### config.mk
export PLATFORM = sky130hd
export DESIGN_NAME = pnguf_queue
export DESIGN_NICKNAME = d
export VERILOG_FILES = /design/src/rtl/core/pnguf_pkg.sv /design/src/rtl/core/pnguf_queue.sv
export SDC_FILE = /design/constraint.sdc
export NUM_CORES = 1
export LEC_CHECK = 0
export BUFFER_PORTS_ARGS = -buffer_cell sky130_fd_sc_hd__clkbuf_2
export CORE_ASPECT_RATIO = 1.1
export CORE_MARGIN = 1.5
export CORE_UTILIZATION = 40
export DETAILED_ROUTE_END_ITERATION = 6
export PLACE_DENSITY = 0.6
export REMOVE_ABC_BUFFERS = 1
export SLEW_MARGIN = 20
export SYNTH_ARGS = -nofsm -noshare
export SYNTH_HDL_FRONTEND = slang
export SYNTH_SLANG_ARGS = --single-unit
### constraint.sdc
create_clock -name clock -period 4.8 [get_ports clock]
set_input_delay 0.24 -clock clock [delete_from_list [all_inputs] [get_ports clock]]
set_output_delay 0.24 -clock clock [all_outputs]
set_load 0.005 [all_outputs]
### src/rtl/core/pnguf_pkg.sv
// Shared types, constants and helper functions for the PNG scanline unfilter.
// Used by every module of the block. No dependencies.
`timescale 1ns / 1ps
`default_nettype none

package pnguf_pkg;

   // Row store geometry and image limits
   localparam int MAX_WIDTH    = 4096;
   localparam int ROW_BYTES    = 16384;
   localparam int COL_WIDTH    = $clog2(ROW_BYTES);
   localparam int STRIDE_WIDTH = COL_WIDTH + 1;
   localparam int WIDTH_BITS   = 13;
   localparam int HEIGHT_BITS  = 16;
   localparam int ROW_WIDTH    = 16;

   // Queue between front and back
   localparam int QUEUE_DEPTH = 4;
   localparam int QPTR_WIDTH  = $clog2(QUEUE_DEPTH);
   localparam int QCNT_WIDTH  = QPTR_WIDTH + 1;

   // Configuration port
   localparam int CSR_INDEX_WIDTH = 2;
   localparam int CSR_DATA_WIDTH  = 16;
   localparam logic [CSR_INDEX_WIDTH-1:0] REG_IMAGE_WIDTH   = 2'd0;
   localparam logic [CSR_INDEX_WIDTH-1:0] REG_IMAGE_HEIGHT  = 2'd1;
   localparam logic [CSR_INDEX_WIDTH-1:0] REG_COLOUR_LAYOUT = 2'd2;

   // Filter codes
   localparam logic [2:0] FILT_NONE  = 3'd0;
   localparam logic [2:0] FILT_SUB   = 3'd1;
   localparam logic [2:0] FILT_UP    = 3'd2;
   localparam logic [2:0] FILT_AVG   = 3'd3;
   localparam logic [2:0] FILT_PAETH = 3'd4;
   localparam logic [7:0] FILT_MAX_BYTE = 8'd4;

   // Colour layouts (code is channel count minus one)
   localparam logic [1:0] LAYOUT_GREY       = 2'd0;
   localparam logic [1:0] LAYOUT_GREY_ALPHA = 2'd1;
   localparam logic [1:0] LAYOUT_RGB        = 2'd2;
   localparam logic [1:0] LAYOUT_RGBA       = 2'd3;

   localparam logic [7:0] ALPHA_OPAQUE = 8'hFF;

   typedef struct packed {
      logic [WIDTH_BITS-1:0]  image_width;
      logic [HEIGHT_BITS-1:0] image_height;
      logic [1:0]             colour_layout;
   } cfg_type;

   typedef enum logic [1:0] {
      KIND_FILTER,
      KIND_BAD,
      KIND_DATA
   } item_kind_type;

   // One classified word handed from front to back
   typedef struct packed {
      item_kind_type          kind;
      logic [7:0]             value;
      logic [COL_WIDTH-1:0]   col;
      logic [1:0]             chan;
      logic [1:0]             layout;
      logic [2:0]             filter;
      logic                   emit;
      logic                   final_px;
      logic                   first_row;
   } item_type;

   // Widest row in pixels that the store holds for a layout
   function automatic logic [WIDTH_BITS-1:0] width_limit(input logic [1:0] layout);
      int lim;
      case (layout)
         LAYOUT_GREY:       lim = ROW_BYTES / 1;
         LAYOUT_GREY_ALPHA: lim = ROW_BYTES / 2;
         LAYOUT_RGB:        lim = ROW_BYTES / 3;
         default:           lim = ROW_BYTES / 4;
      endcase
      if (lim > MAX_WIDTH) lim = MAX_WIDTH;
      return WIDTH_BITS'(lim);
   endfunction

   // Paeth predictor: nearest of a, b, c to a + b - c, ties to a then b
   function automatic logic [7:0] paeth_pick(input logic [7:0] a, input logic [7:0] b,
                                             input logic [7:0] c);
      logic signed [10:0] da;
      logic signed [10:0] db;
      logic signed [10:0] dc;
      logic [10:0]        pa;
      logic [10:0]        pb;
      logic [10:0]        pc;
      logic [7:0]         pick;
      da = $signed({3'b000, b}) - $signed({3'b000, c});
      db = $signed({3'b000, a}) - $signed({3'b000, c});
      dc = $signed({3'b000, a}) + $signed({3'b000, b}) - $signed({2'b00, c, 1'b0});
      pa = (da < 0) ? 11'(-da) : 11'(da);
      pb = (db < 0) ? 11'(-db) : 11'(db);
      pc = (dc < 0) ? 11'(-dc) : 11'(dc);
      if (pa <= pb && pa <= pc) pick = a;
      else if (pb <= pc)        pick = b;
      else                      pick = c;
      return pick;
   endfunction

endpackage

`default_nettype wire

### src/rtl/core/pnguf_queue.sv
// Short first-in first-out queue of classified words between front and back.
// Depends on pnguf_pkg.
`timescale 1ns / 1ps
`default_nettype none

module pnguf_queue (
   input  wire logic                 clock,
   input  wire logic                 reset,
   input  wire logic                 push,
   input  wire pnguf_pkg::item_type  push_item,
   output logic                      full,
   input  wire logic                 pop,
   output logic                      head_valid,
   output pnguf_pkg::item_type       head_item
);

   pnguf_pkg::item_type entry_ff [pnguf_pkg::QUEUE_DEPTH];

   logic [pnguf_pkg::QPTR_WIDTH-1:0] wr_ptr_ff, wr_ptr_in;
   logic [pnguf_pkg::QPTR_WIDTH-1:0] rd_ptr_ff, rd_ptr_in;
   logic [pnguf_pkg::QCNT_WIDTH-1:0] count_ff, count_in;

   assign full       = (count_ff == pnguf_pkg::QCNT_WIDTH'(pnguf_pkg::QUEUE_DEPTH));
   assign head_valid = (count_ff != '0);
   assign head_item  = entry_ff[rd_ptr_ff];

   always_comb begin
      wr_ptr_in = push ? wr_ptr_ff + 1'b1 : wr_ptr_ff;
      rd_ptr_in = pop  ? rd_ptr_ff + 1'b1 : rd_ptr_ff;
      count_in  = count_ff;
      if (push && !pop)      count_in = count_ff + 1'b1;
      else if (!push && pop) count_in = count_ff - 1'b1;
   end

   always_ff @(posedge clock) begin
      if (reset) begin
         wr_ptr_ff <= '0;
         rd_ptr_ff <= '0;
         count_ff  <= '0;
      end else begin
         wr_ptr_ff <= wr_ptr_in;
         rd_ptr_ff <= rd_ptr_in;
         count_ff  <= count_in;
      end
   end

   always_ff @(posedge clock) begin
      if (push) entry_ff[wr_ptr_ff] <= push_item;
   end

endmodule

`default_nettype wire

==> impl_metrics.py, run 1 <==
metrics = {
    "floorplan": {
        "initial_core_util": 0.409,
        "fp-row-count": 44,
        "dieArea_sq_um": 14200,
        "io_pins": 74,
        "die_w_um": 114,
        "dieHeight_um": 125,
        "core_area_sq_um": 13200,
    },
    "routing": {
        "finalWirelength_um": 9110,
        "drtPass1Iterations": 4,
        "vias_per_cell": 5.05,
        "vias": 2425,
        "drt_iter0_markers": 175,
        "drc": 0,
        "wl_per_cell_um": 19.0,
        "detail-route-antenna-nets": 0,
    },
    "cts": {
        "clk_pin_slew_ps": 60,
        "htreeDepth": 4,
        "clock_path_buffers": 2,
        "ctsRootBufferMaster": "clkbuf_16",
        "worst_skew_pair.late_latency_ps": 410,
        "cts_tree": "done",
        "cts_num_sinks": 145,
        "cts_resized": 0,
        "cts_setup_buffers": 0,
        "cts_hold_buf": 0,
        "cts-buffers-inserted": 17,
    },
    "power_and_ir_drop": {
        "powerDensity_nw_per_um2": 467,
        "ir_worst_vdd_uv": 234,
        "p_leak_nw": 2.24,
    },
    "logic_synthesis": {
        "avgSynthCellArea_sq_um": 24.3,
        "synthTopCellsByCount": "edfxtp_1 (136), mux4_2 (30), dfxtp_1 (9)",
        "synth_edf_count": 136,
        "syn-cell-area_sq_um": 5390,
        "ys_warn_count": 0,
        "synthSimpleGateAreaFrac": 0.0139,
        "synth_top_family_by_area": "multiplexers",
        "synth.most_common_cell": "edfxtp_1",
        "synth-seq-area-share": 0.792,
        "synth_adder_area_share": 0.0153,
        "synthMuxAreaShare": 0.149,
        "synth_area_leaders": "edfxtp_1 (76%), mux4_2 (13%), dfxtp_1 (3.3%), mux4_1 (2.0%), ha_1 (1.2%)",
        "synth_top_area_cell": "edfxtp_1",
        "syn_inst": 222,
        "synth_xor_area_frac": 0.00813,
        "synth_top_area_frac": 0.758,
        "ys_ff_latch": 145,
        "synthDistinctLibCells": 21,
        "async_flop_share": 0,
        "synth_compound_area_frac": 0.00186,
        "synth_flop_cell": "edfxtp_1",
    },
    "layout": {
        "syn_to_final_growth_pct": 20.1,
        "n_antenna_cell": 0,
        "drive_above_1_share": 0.436,
        "fillCellCount": 1093,
        "num-nets-final": 350,
        "final_area_sq_um": 6460,
    },
    "sta": {
        "finalHoldViolCount": 0,
        "min_period_over_period": 0.537,
        "worst_slew_pin_slew_ps": 971,
        "finalSetupViolations": 0,
        "max_freq_mhz": 388,
        "period_minus_slack_ps": 2580,
        "slew_viol_final": 0,
        "max-slew-margin-rel": 0.352,
        "finalClockSkew_ps": 3.54,
        "rsz0062_at_grt": "false",
        "finalSetupTns_ps": 0,
    },
    "global_route": {
        "grt_pass1_wl_um": 14300,
        "grt_pass1_vias": 2628,
        "grt_start_max_net_pins": 35,
        "grt_use_total": 0.141,
        "antenna_found_initial": 0,
        "grt-ovfl-total": 0,
    },
    "worst_setup_path": {
        "end_kind": "output port",
        "path_class": "reg2out",
        "crit_arrival_ps": 2340,
        "path_buf_inv": 2,
        "crit_chain": "buf_4, mux4_1, clkbuf_2",
        "path_max_fanout": 19,
        "critPathLaunchType": "register",
        "crit_family": "flip-flops",
        "slowest_delay_ps": 690,
        "crit_required_ps": 4560,
        "slowest_stage": "dfxtp_2",
    },
    "place": {
        "place_area_sq_um": 5870,
        "io_buffer_count": 73,
        "gp_congestion": 0.673,
        "hpwl_um": 5410,
    },
    "job": {
        "maxCapViolCount": 0,
    },
    "status": {
        "outcome": "complete, no violations",
    },
    "hold_path": {
        "hold_class": "in2reg",
    },
}
[cells in the final DEF (no fill, tap or decap), drive strengths merged]
cell      netlist  final
and2            4      4
buf             7      1
xor2            3      3
or3             2      2
a21oi           1      1
ha              5      5
clkinv          0      5
mux2i           2      2
nand2           1      1
edfxtp        136    136
bufinv          0      3
xnor2           2      2
nor3b           1      1
clkbuf          2     90
inv             4      6
dfxtp           9      9
fa              1      1
nor2            7      7
mux4           34     34
clkinvlp        0      5
o21ai           1      1
[worst paths after layout]
path                      from               to  slack [ps]  cells past startpoint
hold reg to reg    count_ff[2]      count_ff[2]         510                      2
hold / removal    push_item[2]   entry_ff[0][2]          40                      1
setup / recovery      register    head_item[30]        2220                      3
setup reg to reg  wr_ptr_ff[0]  entry_ff[2][29]        3040                      3
[worst register-to-register path: cells and delay by family (launching register included)]
family | cells | cell delay [ps]
and+or+nand+nor | 1 | 790
buffers and inverters | 1 | 90
adders and majority gates | 1 | 140
DFF | 1 | 350
[report_power, final]
part	switching, mW	internal, mW	leakage, nW
logic	0.109	0.121	0.637
registers	0.0359	1.45	1.32
clock network	0.488	0.811	0.274
[flip-flops by register name, summed over array words and instances (netlist names), named ones only]
register	count
entry_ff	136
rd_ptr_ff	2
wr_ptr_ff	2
count_ff	3
[per-layer routing]
layer | part of all wire | global-route usage | routed length [um]
met1 | 0.39 | 0.162 | 3530
met2 | 0.53 | 0.236 | 4860
met3 | 0.063 | 0.0516 | 576
met4 | 0.016 | 0.0618 | 144
met5 | 0 | 0 | 0
[final cells by class]
| cell class | instances | area, sq um | share of cell area |
|---|---|---|---|
| clock buffer | 17 | 425 | 0.0658 |
| tap | 161 | 201 | 0.0312 |
| clock inverter | 15 | 166 | 0.0257 |
| sequential | 145 | 4270 | 0.660 |
| multi-input combinational | 64 | 1020 | 0.157 |
| inverter | 4 | 15.0 | 0.00232 |
| timing repair buffer | 74 | 373 | 0.0577 |
[stage by stage]
step	hold WS, ps	util	power [mW]	worst slack, ps	instances
finish	40.1	0.491	3.02	2220	480
floorplan	309	-	1.63	2370	213
global route	31.9	0.491	3.13	2020	480
global placement	457	0.446	1.75	2600	448
CTS	20.0	0.491	3.05	2120	480
detailed placement	460	0.446	1.75	2580	448
[logic make-up (layout without fill, tap and decap cells)]
group | Yosys count | after routing
multiplexers | 36 | 36
flip-flops | 145 | 145
AND/OR/NAND/NOR | 15 | 15
buffers and inverters | 13 | 110
AO/OA/AOI/OAI | 2 | 2
XOR/XNOR | 5 | 5
adder cells (fa/ha/maj) | 6 | 6
Note: power is estimated with default switching activity, not from simulation.
==> run 2, diff against run 1 <==
PLACE_DENSITY = 0.62   (was 0.6)
clock period = 2.1 ns   (was 4.8 ns; I/O delays follow)
==> run 2 against run 1 <==
Net effect:
- via count up 4.6%
- combinational power rose to 2.8 times the previous value
- clock power rose by 140%
- design area up 7.1%
- clock skew rose by 3.6 ps
- sequential share of layout area down 4.4 points
- largest cell class unchanged
==> impl_metrics.py, run 2 (same netlist as run 1, synthesis figures left out) <==
metrics = {
    "floorplan": {
        "die_w_um": 114,
        "dieHeight_um": 125,
        "initial_core_util": 0.409,
        "dieArea_sq_um": 14200,
        "core_area_sq_um": 13200,
        "fp-row-count": 44,
        "io_pins": 74,
    },
    "cts": {
        "cts_num_sinks": 145,
        "clk_pin_slew_ps": 60,
        "ctsRootBufferMaster": "clkbuf_16",
        "cts_setup_buffers": 0,
        "cts-buffers-inserted": 17,
        "cts_resized": 0,
        "worst_skew_pair.late_latency_ps": 410,
        "htreeDepth": 4,
        "cts_hold_buf": 35,
        "clock_path_buffers": 2,
        "cts_tree": "done",
    },
    "power_and_ir_drop": {
        "total_power_mw": 7.16,
        "ir_worst_vdd_uv": 404,
        "powerDensity_nw_per_um2": 1030,
        "p_leak_nw": 2.43,
    },
    "layout": {
        "final_cell_mix": "edfxtp_1 (136), clkbuf_2 (73), dlygate4sd3_1 (35)",
        "final_core_util": 0.526,
        "final_common_cell": "edfxtp_1",
        "num-nets-final": 388,
        "syn_to_final_growth_pct": 28.6,
        "drive_above_1_share": 0.392,
        "n_antenna_cell": 0,
        "regMostFlops": "entry_ff",
        "reg_top3": "entry_ff: 136 flops, count_ff: 3 flops",
        "largest_reg_flops": 136,
    },
    "sta": {
        "worst_slack_ps": 221,
        "rsz0062_at_grt": "false",
        "max-slew-margin-rel": 0.373,
        "finalHoldViolCount": 0,
        "slew_viol_final": 0,
        "finalSetupViolations": 0,
        "max_freq_mhz": 532,
        "worst_slew_pin_slew_ps": 940,
        "finalClockSkew_ps": 7.16,
        "period_minus_slack_ps": 1880,
        "min_period_over_period": 0.895,
    },
    "routing": {
        "drt_iter0_markers": 84,
        "detail-route-antenna-nets": 0,
        "wl_per_cell_um": 17.3,
        "finalWirelength_um": 8990,
        "vias_per_cell": 4.90,
        "drtPass1Iterations": 4,
        "vias": 2537,
        "drc": 0,
    },
    "place": {
        "hpwl_um": 5140,
        "pre_cts_ws_ps": 336,
        "io_buffer_count": 73,
        "gp_congestion": 0.660,
    },
    "worst_setup_path": {
        "path_class": "reg2out",
        "slowest_delay_ps": 610,
        "crit_chain": "buf_12, mux4_1, clkbuf_2",
        "slowest_stage": "mux4_1",
        "path_buf_inv": 2,
        "crit_required_ps": 2000,
        "crit_family": "multiplexers",
        "crit_arrival_ps": 1770,
        "end_kind": "output port",
        "critPathLaunchType": "register",
        "path_max_fanout": 34,
    },
    "global_route": {
        "grt_start_max_net_pins": 35,
        "antenna_found_initial": 0,
        "grt-ovfl-total": 0,
        "grt_pass1_vias": 2673,
        "grt_pass1_wl_um": 14000,
        "grt_use_total": 0.137,
    },
    "hold_path": {
        "hold_class": "in2reg",
    },
    "status": {
        "outcome": "complete, no violations",
    },
    "job": {
        "maxCapViolCount": 0,
    },
}
run 2: changes by cell type in the layout (fill, tap and decap cells not counted), sizes merged:
cell,delta
inv,-2
clkbuf,+5
clkinvlp,-3
bufinv,+2
clkinv,-2
buf,+3
dlygate4sd3,+35
run 2: worst paths after layout:
check / startpoint / endpoint / slack [ps] / cells after the start
worst max-delay path: register / head_item[30] / 220 / 3
worst min register to register: count_ff[2] / count_ff[2] / 520 / 2
worst max register to register: wr_ptr_ff[0] / entry_ff[0][0] / 380 / 3
worst min-delay path: pop / rd_ptr_ff[0] / 6 / 3
run 2: worst min-delay path: cells and delay by family:
kind	cells	cell delay, ps
buffers and inverters	1	100
AND/OR/NAND/NOR	1	80
XOR/XNOR	1	80
run 2: per-layer routing:
layer,share of wire,global-route usage
met1,0.44,0.174
met2,0.49,0.213
met3,0.058,0.0535
met4,0.012,0.0485
met5,0,0
run 2: power breakdown:
group	switching, mW	internal, mW	total, mW
sequential	0.0426	3.32	3.36
combinational	0.299	0.337	0.636
clock	1.06	2.10	3.17
total	1.40	5.76	7.16
run 2: area by class of cell:
cell class,count,area [sq um]
Clock buffer,22,444
Clock inverter,10,184
Fill cell,1067,6230
Inverter,4,15.0
Multi-Input combinational cell,64,1020
Sequential cell,145,4270
Tap cell,161,201
Timing Repair Buffer,112,796
run 2: metrics by stage:
stage          hold slack [ps]  std cells  setup TNS (ps)  area (sq um)
2_1_floorplan              174        213           -5100          5290
3_3_place_gp               320        451               0          5950
3_5_place_dp               326        451               0          5950
4_1_cts                   3.16        518               0          6920
5_1_grt                   31.4        518               0          6920
6_report                  5.90        518               0          6920
==> run 3, diff against run 2 <==
CTS_BUF_LIST = sky130_fd_sc_hd__clkbuf_4 sky130_fd_sc_hd__clkbuf_8   (was not set)
==> run 3 against run 2 <==
Net effect:
- utilization down 1.2 points
- flip-flop and latch count unchanged
- clock power shrank 23%
- first-iteration DRC count increased by 36%
- worst setup slack lost 18 ps
- highest routed layer unchanged
- global-route usage down 0.14 points
==> impl_metrics.py, run 3 (same netlist as run 1, synthesis figures left out) <==
metrics = {
    "status": {
        "outcome": "complete, no violations",
    },
    "floorplan": {
        "dieHeight_um": 125,
        "dieArea_sq_um": 14200,
        "initial_core_util": 0.409,
        "io_pins": 74,
        "die_w_um": 114,
        "core_area_sq_um": 13200,
        "fp-row-count": 44,
    },
    "layout": {
        "final_cell_mix": "edfxtp_1 (136), clkbuf_2 (73), dlygate4sd3_1 (36)",
        "reg_top3": "entry_ff: 136 flops, count_ff: 3 flops",
        "num-nets-final": 389,
        "largest_reg_flops": 136,
        "fillCellCount": 1076,
        "final_common_cell": "edfxtp_1",
        "final_area_sq_um": 6760,
        "n_antenna_cell": 0,
        "drive_above_1_share": 0.405,
        "multi_input_area_sq_um": 1020,
        "regMostFlops": "entry_ff",
        "syn_to_final_growth_pct": 25.6,
        "seq_area_sq_um": 4270,
        "final_core_util": 0.514,
    },
    "power_and_ir_drop": {
        "pwr-share-comb": 0.099,
        "p_leak_nw": 2.37,
        "p_seq_frac": 0.522,
        "powerDensity_nw_per_um2": 952,
        "switching_share": 0.203,
        "ir_worst_vdd_uv": 405,
        "intPower_mw": 5.13,
        "clkPwrFrac": 0.379,
        "power.switching_mw": 1.30,
    },
    "sta": {
        "max-slew-margin-rel": 0.369,
        "finalSetupTns_ps": 0,
        "finalClockSkew_ps": 9.65,
        "worst_slack_ps": 203,
        "period_minus_slack_ps": 1900,
        "rsz0062_at_grt": "false",
        "finalSetupViolations": 0,
        "max_freq_mhz": 527,
        "min_period_over_period": 0.903,
        "worst_slew_pin_slew_ps": 947,
        "slew_viol_final": 0,
        "finalHoldViolCount": 0,
    },
    "worst_setup_path": {
        "crit_arrival_ps": 1790,
        "slowest_delay_ps": 610,
        "path_class": "reg2out",
        "critPathLaunchType": "register",
        "crit_chain": "buf_12, mux4_1, clkbuf_2",
        "path_buf_inv": 2,
        "slowest_stage": "mux4_1",
        "path_max_fanout": 34,
        "crit_required_ps": 2000,
        "end_kind": "output port",
        "crit_family": "multiplexers",
    },
    "cts": {
        "worst_skew_pair.late_latency_ps": 420,
        "clk_pin_slew_ps": 70,
        "cts_setup_buffers": 0,
        "clock_path_buffers": 2,
        "cts_tree": "done",
        "ctsRootBufferMaster": "clkbuf_8",
        "htreeDepth": 4,
        "cts-buffers-inserted": 17,
        "cts_resized": 0,
        "cts_num_sinks": 145,
        "cts_hold_buf": 36,
    },
    "place": {
        "io_buffer_count": 73,
        "gp_congestion": 0.660,
        "hpwl_um": 5140,
        "place_area_sq_um": 5950,
        "pre_cts_ws_ps": 336,
    },
    "global_route": {
        "grt-ovfl-total": 0,
        "antenna_found_initial": 0,
        "grt_start_max_net_pins": 35,
        "grt_pass1_wl_um": 14000,
        "grt_pass1_vias": 2664,
        "grt_use_total": 0.135,
    },
    "routing": {
        "finalWirelength_um": 8910,
        "drc": 0,
        "vias": 2539,
        "vias_per_cell": 4.89,
        "detail-route-antenna-nets": 0,
        "wl_per_cell_um": 17.2,
        "drt_iter0_markers": 114,
        "drtPass1Iterations": 6,
    },
    "job": {
        "maxCapViolCount": 0,
    },
    "hold_path": {
        "hold_class": "in2reg",
    },
}
-- run 3: power by group through the flow --
stage	logic, mW	clock network [mW]	registers, mW
finish	0.639	2.44	3.36
detailed placement	0.602	0	3.42
global placement	0.596	0	3.41
floorplan	0.287	0	3.45
CTS	0.658	2.50	3.36
global route	0.706	2.60	3.37
-- run 3: layout make-up --
| type | count | share of cell area |
|---|---|---|
| timing repair buffer | 113 | 0.119 |
| multi-input combinational | 64 | 0.150 |
| sequential | 145 | 0.631 |
| clock buffer | 22 | 0.0402 |
| tap | 161 | 0.0298 |
| inverter | 4 | 0.00222 |
| clock inverter | 10 | 0.0272 |
-- run 3: final timing paths --
| path | start | slack [ps] | end | cells past startpoint |
|---|---|---|---|---|
| setup / recovery | register | 200 | head_item[30] | 3 |
| hold / removal | push | 40 | wr_ptr_ff[0] | 3 |
| setup reg to reg | wr_ptr_ff[0] | 370 | entry_ff[0][9] | 3 |
| hold reg to reg | count_ff[2] | 530 | count_ff[2] | 2 |
-- run 3: layer usage --
layer  GRT usage  up-vias  wire length, um
met5           0        -                0
met4      0.0485        0              104
met3      0.0506        8              441
met2       0.211       60             4260
met1       0.174     1299             4100
li1            -     1172                -
-- run 3: worst reg2reg max path, delay by kind of cell, from the launching register on --
kind                     cells  cell delay (ps)
AND/OR/NAND/NOR              1              770
flip-flops                   1              350
adder cells (fa/ha/maj)      1              130
buffers and inverters        1               90
-- run 3: through the flow --
| step | std cells | hold WS, ps | total power, mW |
|---|---|---|---|
| detailed placement | 451 | 326 | 4.02 |
| global route | 519 | 37.6 | 6.68 |
| global placement | 451 | 320 | 4.01 |
| finish | 519 | 39.1 | 6.43 |
| CTS | 519 | 7.63 | 6.52 |
| floorplan | 213 | 174 | 3.74 |
