===== src/rtl/core/pnguf_pkg.sv =====
// Shared types, constants and helper functions for the PNG scanline unfilter.
// Used by every module of the block. No dependencies.
`timescale 1ns / 1ps
`default_nettype none

package pnguf_pkg;

   // Row store geometry and image limits
   localparam int MAX_WIDTH    = 4096;
   localparam int ROW_BYTES    = 16384;
   localparam int COL_WIDTH    = $clog2(ROW_BYTES);
   localparam int STRIDE_WIDTH = COL_WIDTH + 1;
   localparam int WIDTH_BITS   = 13;
   localparam int HEIGHT_BITS  = 16;
   localparam int ROW_WIDTH    = 16;

   // Queue between front and back
   localparam int QUEUE_DEPTH = 4;
   localparam int QPTR_WIDTH  = $clog2(QUEUE_DEPTH);
   localparam int QCNT_WIDTH  = QPTR_WIDTH + 1;

   // Configuration port
   localparam int CSR_INDEX_WIDTH = 2;
   localparam int CSR_DATA_WIDTH  = 16;
   localparam logic [CSR_INDEX_WIDTH-1:0] REG_IMAGE_WIDTH   = 2'd0;
   localparam logic [CSR_INDEX_WIDTH-1:0] REG_IMAGE_HEIGHT  = 2'd1;
   localparam logic [CSR_INDEX_WIDTH-1:0] REG_COLOUR_LAYOUT = 2'd2;

   // Filter codes
   localparam logic [2:0] FILT_NONE  = 3'd0;
   localparam logic [2:0] FILT_SUB   = 3'd1;
   localparam logic [2:0] FILT_UP    = 3'd2;
   localparam logic [2:0] FILT_AVG   = 3'd3;
   localparam logic [2:0] FILT_PAETH = 3'd4;
   localparam logic [7:0] FILT_MAX_BYTE = 8'd4;

   // Colour layouts (code is channel count minus one)
   localparam logic [1:0] LAYOUT_GREY       = 2'd0;
   localparam logic [1:0] LAYOUT_GREY_ALPHA = 2'd1;
   localparam logic [1:0] LAYOUT_RGB        = 2'd2;
   localparam logic [1:0] LAYOUT_RGBA       = 2'd3;

   localparam logic [7:0] ALPHA_OPAQUE = 8'hFF;

   typedef struct packed {
      logic [WIDTH_BITS-1:0]  image_width;
      logic [HEIGHT_BITS-1:0] image_height;
      logic [1:0]             colour_layout;
   } cfg_type;

   typedef enum logic [1:0] {
      KIND_FILTER,
      KIND_BAD,
      KIND_DATA
   } item_kind_type;

   // One classified word handed from front to back
   typedef struct packed {
      item_kind_type          kind;
      logic [7:0]             value;
      logic [COL_WIDTH-1:0]   col;
      logic [1:0]             chan;
      logic [1:0]             layout;
      logic [2:0]             filter;
      logic                   emit;
      logic                   final_px;
      logic                   first_row;
   } item_type;

   // Widest row in pixels that the store holds for a layout
   function automatic logic [WIDTH_BITS-1:0] width_limit(input logic [1:0] layout);
      int lim;
      case (layout)
         LAYOUT_GREY:       lim = ROW_BYTES / 1;
         LAYOUT_GREY_ALPHA: lim = ROW_BYTES / 2;
         LAYOUT_RGB:        lim = ROW_BYTES / 3;
         default:           lim = ROW_BYTES / 4;
      endcase
      if (lim > MAX_WIDTH) lim = MAX_WIDTH;
      return WIDTH_BITS'(lim);
   endfunction

   // Paeth predictor: nearest of a, b, c to a + b - c, ties to a then b
   function automatic logic [7:0] paeth_pick(input logic [7:0] a, input logic [7:0] b,
                                             input logic [7:0] c);
      logic signed [10:0] da;
      logic signed [10:0] db;
      logic signed [10:0] dc;
      logic [10:0]        pa;
      logic [10:0]        pb;
      logic [10:0]        pc;
      logic [7:0]         pick;
      da = $signed({3'b000, b}) - $signed({3'b000, c});
      db = $signed({3'b000, a}) - $signed({3'b000, c});
      dc = $signed({3'b000, a}) + $signed({3'b000, b}) - $signed({2'b00, c, 1'b0});
      pa = (da < 0) ? 11'(-da) : 11'(da);
      pb = (db < 0) ? 11'(-db) : 11'(db);
      pc = (dc < 0) ? 11'(-dc) : 11'(dc);
      if (pa <= pb && pa <= pc) pick = a;
      else if (pb <= pc)        pick = b;
      else                      pick = c;
      return pick;
   endfunction

endpackage

`default_nettype wire


===== src/rtl/core/pnguf_front.sv =====
// Front end of the PNG unfilter: tracks row, column and filter state per input word
// and pushes classified words into the queue. Depends on pnguf_pkg.
`timescale 1ns / 1ps
`default_nettype none

module pnguf_front (
   input  wire logic                 clock,
   input  wire logic                 reset,
   input  wire pnguf_pkg::cfg_type   cfg,
   input  wire logic                 req_valid,
   input  wire logic [7:0]           req_stream_byte,
   input  wire logic                 queue_full,
   output logic                      push,
   output pnguf_pkg::item_type       push_item
);

   logic [pnguf_pkg::COL_WIDTH-1:0]  col_ff, col_in;
   logic [1:0]                       mod3_ff, mod3_in;
   logic [pnguf_pkg::ROW_WIDTH-1:0]  row_ff, row_in;
   logic [2:0]                       filter_ff, filter_in;
   logic                             awaiting_ff, awaiting_in;
   logic                             error_ff, error_in;

   logic                                accept;
   logic [pnguf_pkg::WIDTH_BITS-1:0]    w_raw;
   logic [pnguf_pkg::WIDTH_BITS-1:0]    w_lim;
   logic [pnguf_pkg::WIDTH_BITS-1:0]    w_eff;
   logic [pnguf_pkg::HEIGHT_BITS-1:0]   h_eff;
   logic [2:0]                          ch;
   logic [pnguf_pkg::STRIDE_WIDTH-1:0]  stride;
   logic [pnguf_pkg::STRIDE_WIDTH-1:0]  col_next;
   logic [pnguf_pkg::ROW_WIDTH:0]       row_next;
   logic                                end_row;
   logic                                end_image;
   logic [1:0]                          chan;

   assign accept = req_valid && !queue_full;

   always_comb begin
      w_raw  = (cfg.image_width == '0) ? pnguf_pkg::WIDTH_BITS'(1) : cfg.image_width;
      w_lim  = pnguf_pkg::width_limit(cfg.colour_layout);
      w_eff  = (w_raw > w_lim) ? w_lim : w_raw;
      h_eff  = (cfg.image_height == '0) ? pnguf_pkg::HEIGHT_BITS'(1) : cfg.image_height;
      ch     = {1'b0, cfg.colour_layout} + 3'd1;
      stride = {2'b00, w_eff} * {12'd0, ch};
      col_next  = {1'b0, col_ff} + pnguf_pkg::STRIDE_WIDTH'(1);
      row_next  = {1'b0, row_ff} + 17'd1;
      end_row   = (col_next >= stride);
      end_image = end_row && (row_next >= {1'b0, h_eff});
      case (cfg.colour_layout)
         pnguf_pkg::LAYOUT_GREY:       chan = 2'd0;
         pnguf_pkg::LAYOUT_GREY_ALPHA: chan = {1'b0, col_ff[0]};
         pnguf_pkg::LAYOUT_RGB:        chan = mod3_ff;
         default:                      chan = col_ff[1:0];
      endcase
   end

   always_comb begin
      col_in      = col_ff;
      mod3_in     = mod3_ff;
      row_in      = row_ff;
      filter_in   = filter_ff;
      awaiting_in = awaiting_ff;
      error_in    = error_ff;
      push        = 1'b0;

      push_item           = '0;
      push_item.kind      = pnguf_pkg::KIND_DATA;
      push_item.value     = req_stream_byte;
      push_item.col       = col_ff;
      push_item.chan      = chan;
      push_item.layout    = cfg.colour_layout;
      push_item.filter    = filter_ff;
      push_item.emit      = (chan == cfg.colour_layout);
      push_item.final_px  = end_image;
      push_item.first_row = (row_ff == '0);

      if (accept) begin
         if (awaiting_ff) begin
            // filter word opens a row; swallowed while an error is latched
            awaiting_in = 1'b0;
            col_in      = '0;
            mod3_in     = 2'd0;
            if (!error_ff) begin
               push = 1'b1;
               if (req_stream_byte > pnguf_pkg::FILT_MAX_BYTE) begin
                  error_in       = 1'b1;
                  push_item.kind = pnguf_pkg::KIND_BAD;
               end else begin
                  filter_in      = req_stream_byte[2:0];
                  push_item.kind = pnguf_pkg::KIND_FILTER;
               end
            end
         end else begin
            push = !error_ff;
            if (end_row) begin
               col_in      = '0;
               mod3_in     = 2'd0;
               awaiting_in = 1'b1;
               if (end_image) begin
                  row_in   = '0;
                  error_in = 1'b0;
               end else begin
                  row_in = row_next[pnguf_pkg::ROW_WIDTH-1:0];
               end
            end else begin
               col_in  = col_next[pnguf_pkg::COL_WIDTH-1:0];
               mod3_in = (mod3_ff == 2'd2) ? 2'd0 : mod3_ff + 2'd1;
            end
         end
      end
   end

   always_ff @(posedge clock) begin
      if (reset) begin
         col_ff      <= '0;
         mod3_ff     <= 2'd0;
         row_ff      <= '0;
         filter_ff   <= pnguf_pkg::FILT_NONE;
         awaiting_ff <= 1'b1;
         error_ff    <= 1'b0;
      end else begin
         col_ff      <= col_in;
         mod3_ff     <= mod3_in;
         row_ff      <= row_in;
         filter_ff   <= filter_in;
         awaiting_ff <= awaiting_in;
         error_ff    <= error_in;
      end
   end

endmodule

`default_nettype wire


===== config.mk =====
export PLATFORM = sky130hd
export DESIGN_NAME = pnguf_front
export DESIGN_NICKNAME = d
export VERILOG_FILES = /design/src/rtl/core/pnguf_pkg.sv /design/src/rtl/core/pnguf_front.sv
export SDC_FILE = /design/constraint.sdc
export NUM_CORES = 1
export LEC_CHECK = 0
export ABC_AREA = 1
export BUFFER_PORTS_ARGS = -buffer_cell sky130_fd_sc_hd__buf_2
export CORE_MARGIN = 2
export CORE_UTILIZATION = 37
export CTS_BUF_LIST = sky130_fd_sc_hd__clkbuf_8
export DETAILED_ROUTE_END_ITERATION = 16
export SYNTH_ARGS = -nofsm -noshare
export SYNTH_HDL_FRONTEND = slang
export SYNTH_SLANG_ARGS = --single-unit
export TNS_END_PERCENT = 50

===== constraint.sdc =====
create_clock -name clock -period 14.8 [get_ports clock]
set_clock_uncertainty 0.15 [all_clocks]
set_input_delay 1.48 -clock clock [delete_from_list [all_inputs] [get_ports clock]]
set_output_delay 1.48 -clock clock [all_outputs]
set_load 0.03 [all_outputs]

==> results.tsv, run 1 <==
metric	value	unit
H-tree depth	2	
unrepaired setup endpoints after global routing	no	
GRT Residual Overflow	0	
HPWL Detailed	9490	um
vias in the first global route	4183	
status	completed	
met1 usage	22.9	%
met2 usage	32.4	%
WHS	0.295	ns
crit path max fanout	14	
Critical Path RT	13.17	ns
RD Place Congestion	0.827	
Port-buffer cells	77	
clk slew on worst S/H paths	0.09	ns
Post-Synthesis Cells	669	
Tightest Pin Transition	0.660	ns
type of the most critical hold path	reg2reg	
Max IR drop VDD	0.0282	mV
Final Core Density	42.1	%
Post-route DRC	0	
maximum root-to-sink buffer count	2	
final setup fails	0	
initial antenna violation count	0	
Clock Latency Late Sink	0.30	ns
Placed Cells	867	
num rows	40	
antenna-violating nets left	0	
Syn Nets	784	
Data arrival, critical path	7.17	ns
Hold Vio Cnt, Final	0	
Avg Vias per Cell	4.98	
Tcrit/Tclk final	59.4	%
MaxCap Viol Count	0	
final slew viol count	0	
cell mode on critical path	nand3_1	
Mapped Avg Cell Area	6.74	um^2
Setup Fix Bufs, Post-CTS	0	
critical path class	in2out	
CTS Buf Count	5	
I/O pin count	78	
DRT Wirelength	11300	um
CTS tree	yes	
met3 GRT Util	2.70	%
CP peak stage delay	0.55	ns
GR peak layer	met2	
core area	12000	um^2
fin crit period	8.80	ns
routed vias	4355	
Fmax	114	MHz
Distinct cells, synth	44	
Critical Path Source Type	input pin	
Iteration-0 DRC Markers	175	
leakage	2.69	nW
nets	842	
CTS Sinks	37	
first-pass GRT wire length	19200	um
layout cells sized above 1	17.0	%
mapped cell area	4510	um^2
chip width	114	um
Slowest-stage cell, CP	fa_1	
Tot Pwr	301	uW
PD cells	59.7	nW/um^2
Fillers	1258	
total negative slack	0	ns
gr usage total	17.9	%
largest net degree at the start of global routing	20	
flops & latches, synth	37	
Root Buffer	clkbuf_8	
1st-pass router iterations	4	
Die ar.	13100	um^2
# diodes	0	
hold buffer count at cts	0	
post-route insts no fill	875	
Slew Limit Headroom	55.6	%
post_cts resized	0	
Die H	114	um
drt wl/cell	12.9	um
P&R area growth vs syn	11.7	%
yosys warns	0	
sequential fraction of the synthesis area	16.4	%
crit path capture type	primary output	
effective utilization at floorplan	37.7	%
==> cells in the mapped netlist (all sizes together) <==
library cell,instances,area [um^2]
a41oi,1,8.76
xor2,26,228
nor2,73,289
clkinv,1,3.75
inv,113,424
o21ai,21,105
xnor2,10,95.1
fa,12,240
nand2,140,553
nand3b,6,57.6
dfxtp,37,741
or2,1,6.26
nor3,14,129
o21a,1,7.51
clkbuf,10,37.5
nand3,43,225
o2111ai,1,8.76
a21oi,49,257
a21o,1,7.51
a211oi,1,7.51
o22ai,9,56.3
nand4,8,50.1
buf,16,118
nor4,10,62.6
conb,1,3.75
a41o,1,10.0
ha,60,751
o31ai,2,20.0
o211ai,1,7.51
==> worst paths after layout <==
path	from	endpoint	slack, ns	cells past startpoint
worst max-delay path	cfg[0]	push_item[1]	6.00	29
worst min-delay path	filter_ff[2]	filter_ff[2]	0.29	2
worst max register to register	col_ff[0]	row_ff[4]	11.13	17
worst min register to register	filter_ff[2]	filter_ff[2]	0.29	2
==> metal layers <==
metal  wire length, um  up-vias
li1                  -     2266
met1              5190     1991
met2              5620       91
met3               404        7
met4                68        0
met5                 0        -
==> report_power, final <==
group	leakage (nW)	total [mW]	switching [mW]	internal, mW
logic	2.34	0.107	0.0681	0.0393
clock network	0.0543	0.0924	0.0420	0.0505
registers	0.299	0.101	0.000770	0.100
total	2.69	0.301	0.111	0.190
==> layout by cell type (no fill, tap or decap), types with 2 or more instances in the layout <==
master	count
nand2_1	129
inv_1	106
buf_2	77
nor2_1	69
ha_1	60
a21oi_1	46
nand3_1	41
dfxtp_1	37
xor2_1	26
o21ai_0	19
fa_1	12
nand2_2	11
nor4_1	10
o22ai_1	9
xnor2_1	9
nand4_1	8
inv_2	7
nor3_1	6
nand3b_1	5
nor3_2	5
clkbuf_8	5
nor3_4	3
nor2_2	3
a21oi_2	3
nand3_2	2
o21ai_1	2
==> cell type report <==
type / instances / area [um^2] / area share, %
clock buffer: 5 / 68.8 / 1.37
clock inverter: 3 / 46.3 / 0.919
inverter: 114 / 428 / 8.49
multi-input combinational: 492 / 3190 / 63.2
sequential: 37 / 741 / 14.7
tap: 147 / 184 / 3.65
timing repair buffer: 77 / 385 / 7.65
==> per-stage QoR <==
step,setup slack [ns],area (um^2)
6_report,6.00,5040
5_1_grt,5.44,5040
4_1_cts,5.99,5040
3_5_place_dp,5.98,4920
3_3_place_gp,6.20,4920
2_1_floorplan,6.76,4510
==> sequential cells by signal (all words and copies together) (netlist names) <==
signal / count
row_ff: 16
col_ff: 14
filter_ff: 3
mod3_ff: 2
awaiting_ff: 1
error_ff: 1
==> cells by family (layout without fill, tap and decap cells) <==
kind of cell               Yosys count  count (layout)  share of synthesized area [%]
and+or+nand+nor                    295             295                           30.4
AOI/OAI and AO/OA                   88              88                           11.0
buffers and inverters              140             199                           12.9
adders and majority gates           72              72                           22.0
xor gates and xnor gates            36              36                           7.16
other                                1               1                         0.0832
DFF                                 37              37                           16.4
==> critical path: cells and delay by family <==
kind	cells	cell delay [ns]
buffers and inverters	4	0.49
adders and majority gates	6	2.22
and+or+nand+nor	14	2.13
AOI/OAI and AO/OA	5	0.82
Note: power is estimated with default switching activity, not from simulation.
==> run 2, diff against run 1 <==
==> constraint.sdc (replaced) <==
create_clock -name clock -period 8.05 [get_ports clock]
set_clock_uncertainty 0.15 [all_clocks]
set_input_delay 0.805 -clock clock [delete_from_list [all_inputs] [get_ports clock]]
set_output_delay 0.805 -clock clock [all_outputs]
set_load 0.03 [all_outputs]
==> results.tsv, run 2 (synthesis results as in run 1) <==
metric	value	unit	change
Tcrit/Tclk final	92.2	%	
Tightest Pin Transition	0.649	ns	-0.0116 ns
leakage	2.71	nW	+0.53%
Clock Latency Late Sink	0.30	ns	about the same
Slowest-stage cell, CP	fa_1		
post_cts resized	0		unchanged
Data arrival, critical path	6.47	ns	-0.70 ns
critical path class	in2out		
Iteration-0 DRC Markers	206		+18%
Fmax	135	MHz	
most frequent cells in the layout	129 x nand2_1, 106 x inv_1, 77 x buf_2, 69 x nor2_1, 60 x ha_1		
I/O pin count	78		unchanged
final slew viol count	0		unchanged
Placement Setup Slack	0.635	ns	-5.35 ns
clk slew on worst S/H paths	0.09	ns	about the same
routed vias	4319		-0.83%
R2R depth	17		unchanged
DRT Wirelength	11200	um	-0.58%
# diodes	0		unchanged
PD cells	116	nW/um^2	+94%
Die ar.	13100	um^2	unchanged
Critical Path Source Type	input pin		
1st-pass router iterations	4		unchanged
register name with the most flops	row_ff		
Critical Path RT	7.09	ns	-6.08 ns
Post-route DRC	0		unchanged
Port-buffer cells	77		unchanged
fin worst setup slack	0.628	ns	-5.38 ns
CP peak stage delay	0.55	ns	about the same
H-tree depth	2		unchanged
Setup Fix Bufs, Post-CTS	0		unchanged
Hold Path Depth	2		unchanged
reg-to-reg slack, setup	4.38	ns	-6.75 ns
layout cells sized above 1	17.0	%	unchanged
CTS Sinks	37		unchanged
Slew Limit Headroom	56.3	%	+0.78 points
crit path max fanout	14		unchanged
first-pass GRT wire length	18800	um	-2.2%
type of the most critical hold path	reg2reg		
total negative slack	0	ns	unchanged
Hold Crit Start	filter_ff[2]		
CTS tree	yes		
Root Buffer	clkbuf_8		
Die H	114	um	unchanged
GRT Residual Overflow	0		unchanged
HPWL Detailed	9410	um	-0.86%
num rows	40		unchanged
largest net degree at the start of global routing	20		unchanged
Tot Pwr	586	uW	+95%
Hold Vio Cnt, Final	0		unchanged
status	completed		
P&R area growth vs syn	12.2	%	
gr usage total	17.4	%	-0.48 points
nets	842		unchanged
hold endpoint	filter_ff[2]		
Final Core Density	42.3	%	+0.19 points
hold buffer count at cts	0		unchanged
effective utilization at floorplan	37.7	%	unchanged
antenna-violating nets left	0		unchanged
Fillers	1256		-0.16%
MaxCap Viol Count	0		unchanged
RD Place Congestion	0.827		unchanged
final setup fails	0		unchanged
maximum root-to-sink buffer count	2		unchanged
Max IR drop VDD	0.0604	mV	+110%
drt wl/cell	12.8	um	-0.58%
commonest non-fill, non-tap cell in the layout	nand2_1		
RR Endpoint	row_ff[4]		
Top Registers	row_ff: 16 flops, col_ff: 14 flops, filter_ff: 3 flops		
max reg flops	16		unchanged
core area	12000	um^2	unchanged
unrepaired setup endpoints after global routing	no		
vias in the first global route	4126		-1.4%
crit path capture type	primary output		
Avg Vias per Cell	4.94		-0.83%
initial antenna violation count	0		unchanged
fin crit period	7.42	ns	
chip width	114	um	unchanged
CTS Buf Count	5		unchanged
Critical R2R Launch	col_ff[0]		
run 2: critical path: cells and delay by family:
family	cells	cell delay, ns
AOI/OAI and AO/OA	6	1.01
and+or+nand+nor	15	1.86
adders and majority gates	6	2.20
buffers and inverters	5	0.59
run 2: where the power goes:
group	leakage (nW)	total [mW]	switching, mW	internal [mW]
combinational	2.34	0.198	0.126	0.0723
clock	0.0687	0.202	0.0771	0.125
sequential	0.299	0.186	0.00144	0.184
total	2.71	0.586	0.204	0.382
run 2: final cells by class:
type	count	area [um^2]	area share, %
multi-input combinational	492	3190	62.9
sequential	37	741	14.6
inverter	114	428	8.45
timing repair buffer	77	385	7.61
tap	147	184	3.63
clock buffer	5	68.8	1.36
clock inverter	3	68.8	1.36
run 2: how the worst max path moves through the flow:
stage / startpoint / end / slack, ns / cells past startpoint
2_1_floorplan: cfg[0] / push_item[1] / 1.36 / 34
6_report: cfg[0] / push_item[1] / 0.63 / 32
5_1_grt: cfg[0] / push_item[1] / 0.06 / 32
3_5_place_dp: cfg[0] / push_item[1] / 0.63 / 32
4_1_cts: cfg[0] / push_item[1] / 0.62 / 32
3_3_place_gp: cfg[0] / push_item[1] / 0.80 / 32
run 2: per-layer routing:
layer  routed length, um  up-vias  global-route usage (%)
li1                    -     2261                       -
met1                5350     1971                    22.6
met2                5460       76                    31.6
met3                 317       11                    2.28
met4                  83        0                    2.20
met5                   0        -                       0
run 2: metrics by stage:
stage / hold WS (ns) / cells / instance area, um^2
6_report: 0.293 / 875 / 5060
5_1_grt: 0.319 / 875 / 5060
4_1_cts: 0.299 / 875 / 5060
3_5_place_dp: 0.285 / 867 / 4920
3_3_place_gp: 0.283 / 867 / 4920
2_1_floorplan: 0.275 / 669 / 4510
==> run 3, diff against run 2 <==
--- a/config.mk
+++ b/config.mk
@@ -7,10 +7,14 @@
 export LEC_CHECK = 0
 export ABC_AREA = 1
 export BUFFER_PORTS_ARGS = -buffer_cell sky130_fd_sc_hd__buf_2
+export CELL_PAD_IN_SITES_DETAIL_PLACEMENT = 1
+export CELL_PAD_IN_SITES_GLOBAL_PLACEMENT = 2
 export CORE_MARGIN = 2
-export CORE_UTILIZATION = 37
+export CORE_UTILIZATION = 29
 export CTS_BUF_LIST = sky130_fd_sc_hd__clkbuf_8
 export DETAILED_ROUTE_END_ITERATION = 16
+export PLACE_DENSITY_LB_ADDON = 0.1
+export REMOVE_ABC_BUFFERS = 1
 export SYNTH_ARGS = -nofsm -noshare
 export SYNTH_HDL_FRONTEND = slang
 export SYNTH_SLANG_ARGS = --single-unit
==> results.tsv, run 3 (synthesis results as in run 1) <==
metric	value	unit	change
crit path capture type	primary output		
DRT Wirelength	13000	um	+16%
Tcrit/Tclk final	92.0	%	-0.16 points
Tot Pwr	563	uW	-4.0%
GRT Residual Overflow	0		unchanged
drt wl/cell	14.2	um	+11%
Post-route DRC	0		unchanged
hold buffer count at cts	0		unchanged
nets	842		unchanged
Critical R2R Launch	col_ff[0]		
Top Registers	row_ff: 16 flops, col_ff: 14 flops, filter_ff: 3 flops		
type of the most critical hold path	reg2reg		
R2R depth	17		unchanged
final setup fails	0		unchanged
Iteration-0 DRC Markers	106		-49%
crit path from	cfg[0]		
H-tree depth	2		unchanged
fin worst setup slack	0.641	ns	+0.0128 ns
maximum root-to-sink buffer count	2		unchanged
vias in the first global route	4586		+11%
HPWL Detailed	11100	um	+18%
first-pass GRT wire length	22100	um	+17%
most frequent cells in the layout	129 x nand2_1, 107 x inv_1, 77 x buf_2, 69 x nor2_1, 60 x ha_1		
CTS Buf Count	5		unchanged
crit path max fanout	16		+2
max reg flops	16		unchanged
CP Capture Point	push_item[1]		
effective utilization at floorplan	29.7	%	-8.0 points
# diodes	0		unchanged
MaxCap Viol Count	0		unchanged
P&R area growth vs syn	13.0	%	
total negative slack	0	ns	unchanged
Port-buffer cells	77		unchanged
largest net degree at the start of global routing	20		unchanged
layout cells sized above 1	17.0	%	unchanged
chip width	129	um	+13%
Slowest-stage cell, CP	fa_1		
reg-to-reg slack, setup	4.39	ns	about the same
Placed Cells	908		+4.7%
Critical Path RT	7.09	ns	about the same
gr usage total	16.4	%	-0.99 points
Final Core Density	33.5	%	-8.8 points
Fmax	135	MHz	+0.17%
clk slew on worst S/H paths	0.08	ns	about the same
antenna-violating nets left	0		unchanged
I/O pin count	78		unchanged
RR Endpoint	row_ff[14]		
final slew viol count	0		unchanged
Hold Vio Cnt, Final	0		unchanged
Die ar.	16600	um^2	+27%
post-route insts no fill	916		+4.7%
register name with the most flops	row_ff		
cell mode on critical path	nand2_1		
Die H	129	um	+13%
PD cells	110	nW/um^2	-4.6%
Avg Vias per Cell	4.75		-3.7%
Clock Latency Late Sink	0.30	ns	about the same
routed vias	4352		+0.76%
CTS Sinks	37		unchanged
critical path class	in2out		
core area	15200	um^2	+27%
status	completed		
commonest non-fill, non-tap cell in the layout	nand2_1		
Placement Setup Slack	0.552	ns	-0.0829 ns
Max IR drop VDD	0.0769	mV	+27%
1st-pass router iterations	6		+2
Data arrival, critical path	6.45	ns	-0.02 ns
num rows	45		+13%
Setup Fix Bufs, Post-CTS	0		unchanged
initial antenna violation count	0		unchanged
CP peak stage delay	0.57	ns	+0.02 ns
fin crit period	7.41	ns	-0.0128 ns
CTS tree	yes		
Critical Path Source Type	input pin		
Root Buffer	clkbuf_8		
RD Place Congestion	0.813		-1.8%
leakage	2.71	nW	about the same
## run 3: cell count changes in the layout (fill, tap and decap cells not counted), sizes merged
cell    delta
bufinv     -1
clkbuf     +1
## run 3: metrics by stage
stage / hold WS [ns] / instance area (um^2)
floorplan: 0.275 / 4350
global placement: 0.281 / 4970
detailed placement: 0.285 / 4970
CTS: 0.299 / 5090
global route: 0.334 / 5100
finish: 0.296 / 5100
## run 3: timing repair
| action | in CTS | in global routing |
|---|---|---|
| setup endpoints to repair | 0 | 1 |
| hold endpoints to repair | 0 | 0 |
| resized for setup | 0 | 1 |
## run 3: how the worst min path moves through the flow
stage,start,to,slack (ns),depth (start not counted)
after floorplan,error_ff,error_ff,0.28,2
after global placement,filter_ff[1],filter_ff[1],0.28,2
after detailed placement,filter_ff[2],filter_ff[2],0.29,2
after CTS,filter_ff[2],filter_ff[2],0.30,2
after global routing,filter_ff[1],filter_ff[1],0.33,2
final,filter_ff[2],filter_ff[2],0.30,2
## run 3: report_power, final
group / switching (mW) / internal [mW]
registers: 0.00137 / 0.184
logic: 0.131 / 0.0729
clock network: 0.0730 / 0.0999
## run 3: area by class of cell
class,instances,area (um^2)
repair buffers,77,385
inverters,114,428
multi-input cells,492,3190
clock buffers,6,82.6
well taps,188,235
clock inverters,2,33.8
fillers,1980,10100
flip-flops and latches,37,741
## run 3: worst max-delay path, delay by kind of cell
kind / cells / cell delay (ns)
AOI/OAI and AO/OA: 6 / 1.02
adders and majority gates: 6 / 2.26
and+or+nand+nor: 15 / 1.89
buffers and inverters: 4 / 0.49
## run 3: layer usage
metal | share of wire (%) | GRT usage [%]
met3 | 3.5 | 1.91
met4 | 1.0 | 3.39
met1 | 52 | 22.7
met5 | 0 | 0
met2 | 43 | 27.6
